$ cat src/hw/rtl/i2cbm_pkg.sv
// Shared types and constants of the I2C byte master.
package i2cbm_pkg;

  localparam int unsigned PhaseW   = 16;
  localparam int unsigned PollW    = 8;
  localparam int unsigned ByteW    = 8;
  localparam int unsigned ActionW  = 3;
  localparam int unsigned InDataW  = 16;
  localparam int unsigned OutDataW = 16;

  localparam logic [PhaseW-1:0] PhaseTicksRst   = 16'd20;
  localparam logic [PollW-1:0]  AckPollLimitRst = 8'd100;

  // Command codes.
  localparam logic [ActionW-1:0] ActNone     = 3'd0;
  localparam logic [ActionW-1:0] ActStart    = 3'd1;
  localparam logic [ActionW-1:0] ActStop     = 3'd2;
  localparam logic [ActionW-1:0] ActWrite    = 3'd3;
  localparam logic [ActionW-1:0] ActReadAck  = 3'd4;
  localparam logic [ActionW-1:0] ActReadNack = 3'd5;

  // Configuration register indexes.
  localparam logic CfgPhaseTicks   = 1'b0;
  localparam logic CfgAckPollLimit = 1'b1;

  // Sequencer steps, one-hot.
  typedef enum logic [24:0] {
    S_IDLE     = 25'd1 << 0,
    S_ST_A     = 25'd1 << 1,
    S_ST_B     = 25'd1 << 2,
    S_ST_C     = 25'd1 << 3,
    S_SP_A     = 25'd1 << 4,
    S_SP_B     = 25'd1 << 5,
    S_WR_SET   = 25'd1 << 6,
    S_WR_HIGH  = 25'd1 << 7,
    S_WR_LOW   = 25'd1 << 8,
    S_WR_PAD   = 25'd1 << 9,
    S_AK_REL   = 25'd1 << 10,
    S_AK_HIGH  = 25'd1 << 11,
    S_AK_POLL  = 25'd1 << 12,
    S_AK_LOW   = 25'd1 << 13,
    S_RD_PRE   = 25'd1 << 14,
    S_RD_HIGH  = 25'd1 << 15,
    S_RD_LOW   = 25'd1 << 16,
    S_RD_TAIL  = 25'd1 << 17,
    S_AA_DRIVE = 25'd1 << 18,
    S_AA_LOW   = 25'd1 << 19,
    S_AA_HIGH  = 25'd1 << 20,
    S_AA_END   = 25'd1 << 21,
    S_AA_REL   = 25'd1 << 22,
    S_NA_REL   = 25'd1 << 23,
    S_SPARE    = 25'd1 << 24
  } step_e;

  typedef struct packed {
    logic scl;
    logic sda_low;
  } lines_t;

  // Line levels after entering a step.
  function automatic lines_t enter_lines(step_e st, logic msb, lines_t cur);
    lines_t l;
    l = cur;
    case (st)
      S_ST_A:     begin l.sda_low = 1'b0; l.scl = 1'b1; end
      S_ST_B:     l.sda_low = 1'b1;
      S_ST_C:     l.scl = 1'b0;
      S_SP_A:     begin l.sda_low = 1'b1; l.scl = 1'b1; end
      S_SP_B:     l.sda_low = 1'b0;
      S_WR_SET:   l.sda_low = ~msb;
      S_WR_HIGH:  l.scl = 1'b1;
      S_WR_LOW:   l.scl = 1'b0;
      S_AK_REL:   l.sda_low = 1'b0;
      S_AK_HIGH:  l.scl = 1'b1;
      S_AK_LOW:   l.scl = 1'b0;
      S_RD_PRE:   begin l.sda_low = 1'b0; l.scl = 1'b0; end
      S_RD_HIGH:  l.scl = 1'b1;
      S_RD_LOW:   l.scl = 1'b0;
      S_AA_DRIVE: l.sda_low = 1'b1;
      S_AA_LOW:   l.scl = 1'b0;
      S_AA_HIGH:  l.scl = 1'b1;
      S_AA_END:   l.scl = 1'b0;
      S_AA_REL:   l.sda_low = 1'b0;
      S_NA_REL:   l.sda_low = 1'b0;
      default:    l = cur;
    endcase
    return l;
  endfunction

endpackage

$ cat src/hw/rtl/i2c_byte_master.sv
// Top level of the I2C byte master sequencer.
//
// Each request on the input stream is one tick of the I2C line sequencer and
// produces exactly one result request carrying the SCL level, the SDA pull-down,
// busy, a done pulse, the last received byte and the acknowledge flag. While idle,
// the action field starts a command: start, stop, write byte (ack checked), read
// byte then ACK or read byte then NACK; actions arriving while busy or outside
// 1..5 are ignored. Every line phase lasts phase_ticks requests (0 counts as 1);
// the write acknowledge window samples sda_in once per request, up to
// ack_poll_limit samples (0 counts as 1). Rate: one request per clock cycle;
// the next sequencer state and the result are computed combinationally from
// the state registers and the incoming request, then held in a one-entry result
// register. The input is ready whenever that register is empty or is being
// drained in the same cycle, so an output stall backs up to the input at once.
// Configuration writes are taken at any time (cfg_ready_o is always high) and
// are meant to happen while no command is running.
module i2c_byte_master
  import i2cbm_pkg::*;
(
  input  logic                clk_i,
  input  logic                rst_ni,
  input  logic                s_axis_tvalid,
  output logic                s_axis_tready,
  // [2:0] action, [10:3] tx_byte, [11] sda_in, [15:12] zero
  input  logic [InDataW-1:0]  s_axis_tdata,
  output logic                m_axis_tvalid,
  input  logic                m_axis_tready,
  // [0] scl_level, [1] sda_pull_low, [2] busy_res, [3] done_res,
  // [11:4] rx_byte, [12] ack_seen, [15:13] zero
  output logic [OutDataW-1:0] m_axis_tdata,
  input  logic                cfg_valid_i,
  output logic                cfg_ready_o,
  input  logic                cfg_index_i,
  input  logic [PhaseW-1:0]   cfg_data_i
);

  // Configuration.
  logic [PhaseW-1:0] phase_ticks_q;
  logic [PollW-1:0]  poll_limit_q;

  assign cfg_ready_o = 1'b1;

  always_ff @(posedge clk_i or negedge rst_ni) begin
    if (!rst_ni) begin
      phase_ticks_q <= PhaseTicksRst;
      poll_limit_q  <= AckPollLimitRst;
    end else if (cfg_valid_i) begin
      case (cfg_index_i)
        CfgPhaseTicks:   phase_ticks_q <= cfg_data_i;
        CfgAckPollLimit: poll_limit_q  <= cfg_data_i[PollW-1:0];
        default:         phase_ticks_q <= phase_ticks_q;
      endcase
    end
  end

  // Request fields.
  logic [ActionW-1:0] action;
  logic [ByteW-1:0]   tx_byte;
  logic               sda_in;

  assign action  = s_axis_tdata[2:0];
  assign tx_byte = s_axis_tdata[10:3];
  assign sda_in  = s_axis_tdata[11];

  // Sequencer state.
  step_e              step_q, step_d;
  logic [3:0]         bit_q, bit_d;
  logic [ByteW-1:0]   shift_q, shift_d;
  logic [PhaseW-1:0]  pc_q, pc_d;
  logic [PollW-1:0]   poll_q, poll_d;
  logic [ActionW-1:0] kind_q, kind_d;
  lines_t             lines_q, lines_d;
  logic [ByteW-1:0]   rx_q, rx_d;
  logic               ack_q, ack_d;

  logic               acc;
  logic               out_valid_q;
  logic [OutDataW-1:0] out_data_q;

  // Next-state scratch.
  lines_t             now_lines;
  logic               busy, done, go;
  step_e              nxt;
  logic [PhaseW-1:0]  hold;
  logic [PollW-1:0]   lim;

  assign hold = (phase_ticks_q == '0) ? PhaseW'(1) : phase_ticks_q;
  assign lim  = (poll_limit_q == '0) ? PollW'(1) : poll_limit_q;

  always_comb begin
    step_d  = step_q;
    bit_d   = bit_q;
    shift_d = shift_q;
    pc_d    = pc_q;
    poll_d  = poll_q;
    kind_d  = kind_q;
    lines_d = lines_q;
    rx_d    = rx_q;
    ack_d   = ack_q;
    busy    = 1'b0;
    done    = 1'b0;
    go      = 1'b0;
    nxt     = S_IDLE;

    // Command launch: first phase begins on this tick.
    if (step_q == S_IDLE && action >= ActStart && action <= ActReadNack) begin
      kind_d = action;
      bit_d  = '0;
      pc_d   = '0;
      case (action)
        ActStart: step_d = S_ST_A;
        ActStop:  step_d = S_SP_A;
        ActWrite: begin
          shift_d = tx_byte;
          step_d  = S_WR_SET;
        end
        default:  step_d = S_RD_PRE;
      endcase
      lines_d = enter_lines(step_d, shift_d[ByteW-1], lines_d);
    end

    now_lines = lines_d;

    if (step_d != S_IDLE) begin
      busy = 1'b1;
      if (step_d == S_AK_POLL) begin
        poll_d = poll_d + PollW'(1);
        if (!sda_in) begin
          ack_d = 1'b1;
          go    = 1'b1;
          nxt   = S_AK_LOW;
        end else if (poll_d >= lim) begin
          ack_d = 1'b0;
          go    = 1'b1;
          nxt   = S_AK_LOW;
        end
      end else if (!(({1'b0, pc_d} + (PhaseW + 1)'(1)) >= {1'b0, hold})) begin
        pc_d = pc_d + PhaseW'(1);
      end else begin
        go = 1'b1;
        case (step_d)
          S_ST_A:     nxt = S_ST_B;
          S_ST_B:     nxt = S_ST_C;
          S_SP_A:     nxt = S_SP_B;
          S_WR_SET:   nxt = S_WR_HIGH;
          S_WR_HIGH:  nxt = S_WR_LOW;
          S_WR_LOW: begin
            shift_d = {shift_d[ByteW-2:0], 1'b0};
            bit_d   = bit_d + 4'd1;
            nxt     = (bit_d >= 4'd8) ? S_WR_PAD : S_WR_SET;
          end
          S_WR_PAD: begin
            bit_d = bit_d + 4'd1;
            if (bit_d >= 4'd4) begin
              nxt = S_AK_REL;
            end else begin
              go   = 1'b0;
              pc_d = '0;
            end
          end
          S_AK_REL:   nxt = S_AK_HIGH;
          S_AK_HIGH:  nxt = S_AK_POLL;
          S_RD_PRE: begin
            shift_d = '0;
            nxt     = S_RD_HIGH;
          end
          S_RD_HIGH: begin
            shift_d = {shift_d[ByteW-2:0], sda_in};
            rx_d    = shift_d;
            nxt     = S_RD_LOW;
          end
          S_RD_LOW: begin
            bit_d = bit_d + 4'd1;
            nxt   = (bit_d >= 4'd8) ? S_RD_TAIL : S_RD_HIGH;
          end
          S_RD_TAIL:  nxt = (kind_d == ActReadAck) ? S_AA_DRIVE : S_NA_REL;
          S_AA_DRIVE: nxt = S_AA_LOW;
          S_NA_REL:   nxt = S_AA_LOW;
          S_AA_LOW:   nxt = S_AA_HIGH;
          S_AA_HIGH:  nxt = S_AA_END;
          S_AA_END: begin
            if (kind_d == ActReadAck) begin
              nxt = S_AA_REL;
            end else begin
              nxt  = S_IDLE;
              done = 1'b1;
            end
          end
          default: begin
            // final steps of start, stop, write ack and read ack
            nxt  = S_IDLE;
            done = 1'b1;
          end
        endcase
      end

      if (go) begin
        step_d  = nxt;
        pc_d    = '0;
        lines_d = enter_lines(nxt, shift_d[ByteW-1], lines_d);
        if (nxt == S_WR_PAD) begin
          bit_d = '0;
        end
        if (nxt == S_AK_POLL) begin
          poll_d = '0;
        end
      end
    end
  end

  // Result register: input stays open while the result drains this cycle.
  assign s_axis_tready = !out_valid_q || m_axis_tready;
  assign acc           = s_axis_tvalid && s_axis_tready;

  always_ff @(posedge clk_i or negedge rst_ni) begin
    if (!rst_ni) begin
      step_q      <= S_IDLE;
      bit_q       <= '0;
      shift_q     <= '0;
      pc_q        <= '0;
      poll_q      <= '0;
      kind_q      <= ActNone;
      lines_q     <= '{scl: 1'b1, sda_low: 1'b0};
      rx_q        <= '0;
      ack_q       <= 1'b0;
      out_valid_q <= 1'b0;
    end else begin
      if (acc) begin
        step_q  <= step_d;
        bit_q   <= bit_d;
        shift_q <= shift_d;
        pc_q    <= pc_d;
        poll_q  <= poll_d;
        kind_q  <= kind_d;
        lines_q <= lines_d;
        rx_q    <= rx_d;
        ack_q   <= ack_d;
        out_valid_q <= 1'b1;
      end else if (m_axis_tready) begin
        out_valid_q <= 1'b0;
      end
    end
  end

  always_ff @(posedge clk_i) begin
    if (acc) begin
      out_data_q <= {3'b000, ack_d, rx_d, done, busy, now_lines.sda_low, now_lines.scl};
    end
  end

  assign m_axis_tvalid = out_valid_q;
  assign m_axis_tdata  = out_data_q;

endmodule

$ cat config.mk
export PLATFORM = sky130hd
export DESIGN_NAME = i2c_byte_master
export DESIGN_NICKNAME = d
export VERILOG_FILES = /design/src/hw/rtl/i2cbm_pkg.sv /design/src/hw/rtl/i2c_byte_master.sv
export SDC_FILE = /design/constraint.sdc
export NUM_CORES = 1
export LEC_CHECK = 0
export ABC_AREA = 1
export ABC_CLOCK_PERIOD_IN_PS = 3700
export CAP_MARGIN = 25
export CORE_AREA = 2 2 127 129
export DETAILED_ROUTE_END_ITERATION = 8
export DIE_AREA = 0 0 129 131
export DONT_BUFFER_PORTS = 1
export HOLD_SLACK_MARGIN = 0.06
export PLACE_DENSITY = 0.76
export SLEW_MARGIN = 20
export SYNTH_ARGS = -nofsm -noshare
export SYNTH_HDL_FRONTEND = slang
export SYNTH_SLANG_ARGS = --single-unit
$ cat constraint.sdc
create_clock -name clk_i -period 3.7 [get_ports clk_i]
set_clock_uncertainty 0.05 [all_clocks]
set_input_delay 0.185 -clock clk_i [delete_from_list [all_inputs] [get_ports clk_i]]
set_output_delay 0.185 -clock clk_i [all_outputs]
set_load 0.01 [all_outputs]
==> impl.org <==
** Run status
- The flow ran to the end, but the final reports show violations.
- Violations in the final reports :: setup timing

** Routing
- The final route contains 7,887 vias.
- After the first detailed-routing iteration, the DRC count stood at 752.
- Once detail routing completed, the nets flagged for antenna violations numbered 0.
- For this block, the routed nets add up to 23,290 um of wire.
- Using the TritonRoute via totals, the vias-per-cell ratio works out to 5.539.
- Post-route DRC violation count :: 0
- Iteration count of the initial detailed-routing pass :: 7
- After detailed routing, the average wire length per cell comes to 16.36 um.

** Global routing
- The via count of the first global-routing pass was 7,421.
- Largest net degree at the start of global routing :: 101
- The layer flagged by global routing as most heavily used is met2.
- The first global-routing pass estimated 34,990 um of wire.
- The number of antenna violations at the first check in global routing came to 0.
- For met2 alone, demand over resource in global routing was 0.4653.
- For this run, global-route usage on met1 was measured as 0.3154.
- Aggregate global-route resource usage :: 0.2631
- Aggregate global routing overflow :: 0
- Grt met3 use :: 0.06230

** Critical path
- Most frequent cell on the critical path :: sky130_fd_sc_hd__nand2_1
- Largest stage delay on the critical path :: 0.53 ns
- Data on the critical path is required at its endpoint by 3.99 ns.
- The critical path is of the reg2reg type.
- Biggest fanout along the worst timing path :: 8
- Among cell families on the critical path, the largest total delay comes from simple AND/OR/NAND/NOR gates.
- Slowest-stage cell, CP :: sky130_fd_sc_hd__dfstp_2
- Crit path capture type :: flop
- Arrival time of the worst setup path :: 4.30 ns
- The worst setup path is launched from a flop.
- Count of buffering cells on the critical path with inverters included :: 6

** Placement
- RePlAce Congestion :: 0.9625
- PortBufs :: 0
- Detailed placement ended at an HPWL of 14,320 um.
- Total placed cells including tap cells :: 1,338
- Post-placement setup slack :: -0.2720 ns
- Standard cell area after detailed placement :: 8593 um2

** Clocking
- Clock tree from TritonCTS :: built
- Cell chosen for the clock root :: sky130_fd_sc_hd__clkbuf_16
- The later pin in the worst-skew pair is clocked with a latency of 0.43 ns.
- Clock Sink Count :: 113
- Number of H-tree branching levels :: 4
- Clock slew at reported path FFs :: 0.06 ns
- The longest clock path from root to sink contains 2 buffers.
- Inserted Clock Buffers :: 17

** STA
- Max frequency :: 0.2495 GHz
- Measured against its own limit, the worst slew margin works out to 0.1053.
- For the pin with the worst max-slew slack, the measured transition is 1.330 ns.
- The worst path in the final design needs a cycle of 4.009 ns, including I/O delays and setup.
- Setup repair after global routing could not meet its margin everywhere.
- In the post-route analysis, the smallest setup slack over all paths is -0.3088 ns.
- Setup violations remaining at the end of the flow were counted as 77.
- The final number of hold-violating endpoints came to 0.
- Dividing the final minimum period by the clock period gives 1.083.
- Max-slew violation count :: 0

** Pwr
- Standby leakage power :: 5.168 nW
- The worst-case IR drop observed on VDD is 0.0005975 V.
- Power Density :: 841.4 nW/um2

** Synthesis
- Syn. warnings :: 0
- After synthesis, the most frequently instantiated cells are 254 x sky130_fd_sc_hd__nand2_1, 145 x sky130_fd_sc_hd__inv_1, 95 x sky130_fd_sc_hd__nor2_1, 93 x sky130_fd_sc_hd__dfrtp_1, 68 x sky130_fd_sc_hd__o21ai_0.
- Yosys attributes the largest share of cell area to sky130_fd_sc_hd__dfrtp_1 31%, sky130_fd_sc_hd__nand2_1 13%, sky130_fd_sc_hd__inv_1 7.2%.
- Mean area per synthesized cell :: 7.262 um2
- Counting flops with an async set or reset pin after synthesis yields a share of 0.8850.
- EDFF count, synth :: 13
- The number of different library cells used by synthesis comes to 52.
- Synth Instances :: 1,048
- Most frequent cell after synthesis :: sky130_fd_sc_hd__nand2_1
- Of the post-synthesis cell area, the dominant cell type holds 0.3058.
- The largest total area in the synthesized netlist belongs to sky130_fd_sc_hd__dfrtp_1.
- Post-synthesis sequential element count :: 113
- Syn Std Cell Area :: 7611 um2
- Most used flip-flop cell after synthesis :: sky130_fd_sc_hd__dfrtp_1
- The share of the Yosys chip area taken by registers is 0.3812.

** Die
- The initial utilization of the core area, before any placement, comes to 0.4880.
- After floorplanning, the core was divided into 46 placement rows.
- Boundary Pins :: 57
- From left edge to right edge, the die measures 129 um.
- The core region is 15,600 um2.
- Die Height :: 131 um
- The die covers 16,900 um2.

** Final layout
- The repair_antennas step left the layout with diodes totalling 0.
- Once layout is complete, the cells apart from fillers number 1,424.
- Final standard cell area without fillers :: 10,530 um2
- At the end of the flow, the number of nets in the layout was 1,260.
- Layout cells sized above 1 :: 0.3022
- Signed area change from the synthesized netlist to the final layout :: 38.35%

** Job
- Max-cap violation count :: 0

** Worst hold path
- The path class of the tightest hold or removal check is in2reg.
[worst reg2reg max path: cells and delay by family, from the launching register on]
kind            cells  cell delay [ns]
fa+ha+maj           1             0.24
xor+xnor            1             0.19
simple gates       20             1.87
compound gates      3             0.31
buf+inv             6             0.73
flops               1             0.53
[cell type report]
cell class / count / area (um2)
clock buffers: 17 / 425.4
well taps: 216 / 270.3
clock inverters: 15 / 231.5
inverters: 161 / 631.9
fillers: 1121 / 5067
multi-input cells: 736 / 4637
flip-flops and latches: 113 / 2902
repair buffers: 166 / 1433
[where the power goes]
group	total (mW)	leakage [nW]	internal, mW	switching [mW]
Sequential	1.83	1.39	1.59	0.232
Combinational	5.19	3.46	2.17	3.02
Clock	1.85	0.314	1.20	0.644
Total	8.86	5.17	4.96	3.90
[through the flow]
stage / hold WS (ns) / utilization / power (mW) / TNS (ns)
after global routing: 0.08160 / 0.6751 / 9.363 / -34.83
after global placement: -0.1555 / 0.5509 / 5.538 / -7.887
after floorplan: -0.1606 / - / 4.311 / -1.592
final: 0.08947 / 0.6751 / 8.860 / -14.56
after CTS: 0.08250 / 0.6307 / 7.885 / -4.902
after detailed placement: -0.1562 / 0.5509 / 5.629 / -12.25
[kinds of logic after synthesis]
group | synth area share
muxes | 0.005425
buffers and inverters | 0.1108
xor gates and xnor gates | 0.02647
AOI/OAI and AO/OA | 0.1438
adders and majority gates | 0.04439
DFF | 0.3812
and+or+nand+nor | 0.2869
other | 0.0009867
[cells in the final DEF (no fill, tap or decap), types with 4 or more instances in the layout]
cell type                       netlist  routed
sky130_fd_sc_hd__a21oi_1             48      41
sky130_fd_sc_hd__bufinv_16            0       5
sky130_fd_sc_hd__nor2_4               6      15
sky130_fd_sc_hd__o21ai_1             27      37
sky130_fd_sc_hd__o2111ai_2            0       5
sky130_fd_sc_hd__inv_2               15      20
sky130_fd_sc_hd__ha_4                 0       7
sky130_fd_sc_hd__nor3_1              18      16
sky130_fd_sc_hd__ha_1                27      20
sky130_fd_sc_hd__dfstp_2              7       7
sky130_fd_sc_hd__xor2_1              18      12
sky130_fd_sc_hd__nor4_1               9       8
sky130_fd_sc_hd__buf_4                7     122
sky130_fd_sc_hd__o21ai_2              8      17
sky130_fd_sc_hd__o22ai_2              0       5
sky130_fd_sc_hd__nand3_1             48      42
sky130_fd_sc_hd__nand2_2              6      39
sky130_fd_sc_hd__nand2_8              0       4
sky130_fd_sc_hd__nand3_2              3       7
sky130_fd_sc_hd__buf_6                6      15
sky130_fd_sc_hd__inv_6                1       4
sky130_fd_sc_hd__conb_1               2       4
sky130_fd_sc_hd__dlygate4sd3_1        0      22
sky130_fd_sc_hd__nor2_1              95      84
sky130_fd_sc_hd__inv_1              145     136
sky130_fd_sc_hd__nor2_2               7       9
sky130_fd_sc_hd__nand4_1             29      29
sky130_fd_sc_hd__a21oi_2              1       7
sky130_fd_sc_hd__nand2_1            254     210
sky130_fd_sc_hd__o22ai_1             12       5
sky130_fd_sc_hd__dfrtp_1             93      93
sky130_fd_sc_hd__o21ai_0             68      49
sky130_fd_sc_hd__clkinv_4             0       5
sky130_fd_sc_hd__edfxtp_1            13      13
sky130_fd_sc_hd__nand2_4              4      11
sky130_fd_sc_hd__xor2_2               0       4
sky130_fd_sc_hd__clkbuf_16            0      18
[per-layer routing]
layer,vias to the layer above,part of all wire
met5,-,0
met4,0,0.027
met3,70,0.061
met2,321,0.51
met1,3776,0.40
li1,3720,-
[registers in the layout (all words and copies together), names as in the netlist]
signal,cells
rx_q,8
step_q,25
lines_q,2
kind_q,3
phase_ticks_q,16
ack_q,1
poll_limit_q,8
m_axis_tvalid,1
shift_q,8
pc_q,16
m_axis_tdata,13
bit_q,4
poll_q,8
[path summary, 6_finish.rpt]
check | startpoint | to | slack (ns) | depth (start not counted)
min in group asynchronous | rst_ni | step_q[4] | 0.31 | 2
hold reg to reg | lines_q[1] | lines_q[1] | 0.42 | 2
setup / recovery | step_q[0] | pc_q[5] | -0.31 | 31
max in group asynchronous | rst_ni | phase_ticks_q[4] | 2.88 | 2
setup reg to reg | step_q[0] | pc_q[5] | -0.31 | 31
hold / removal | s_axis_tdata[2] | step_q[1] | 0.09 | 5
[timing repair]
| item | 4_1_cts | 5_1_grt |
|---|---|---|
| buffers inserted | 9 | 20 |
| endpoints found under the hold margin | 131 | 0 |
| resized for setup | 63 | 120 |
| pin swaps | 33 | 36 |
| setup endpoints to repair | 80 | 82 |
| hold buffers | 23 | 0 |
| gates cloned | 0 | 3 |
Power figures use the tool's default switching activity.
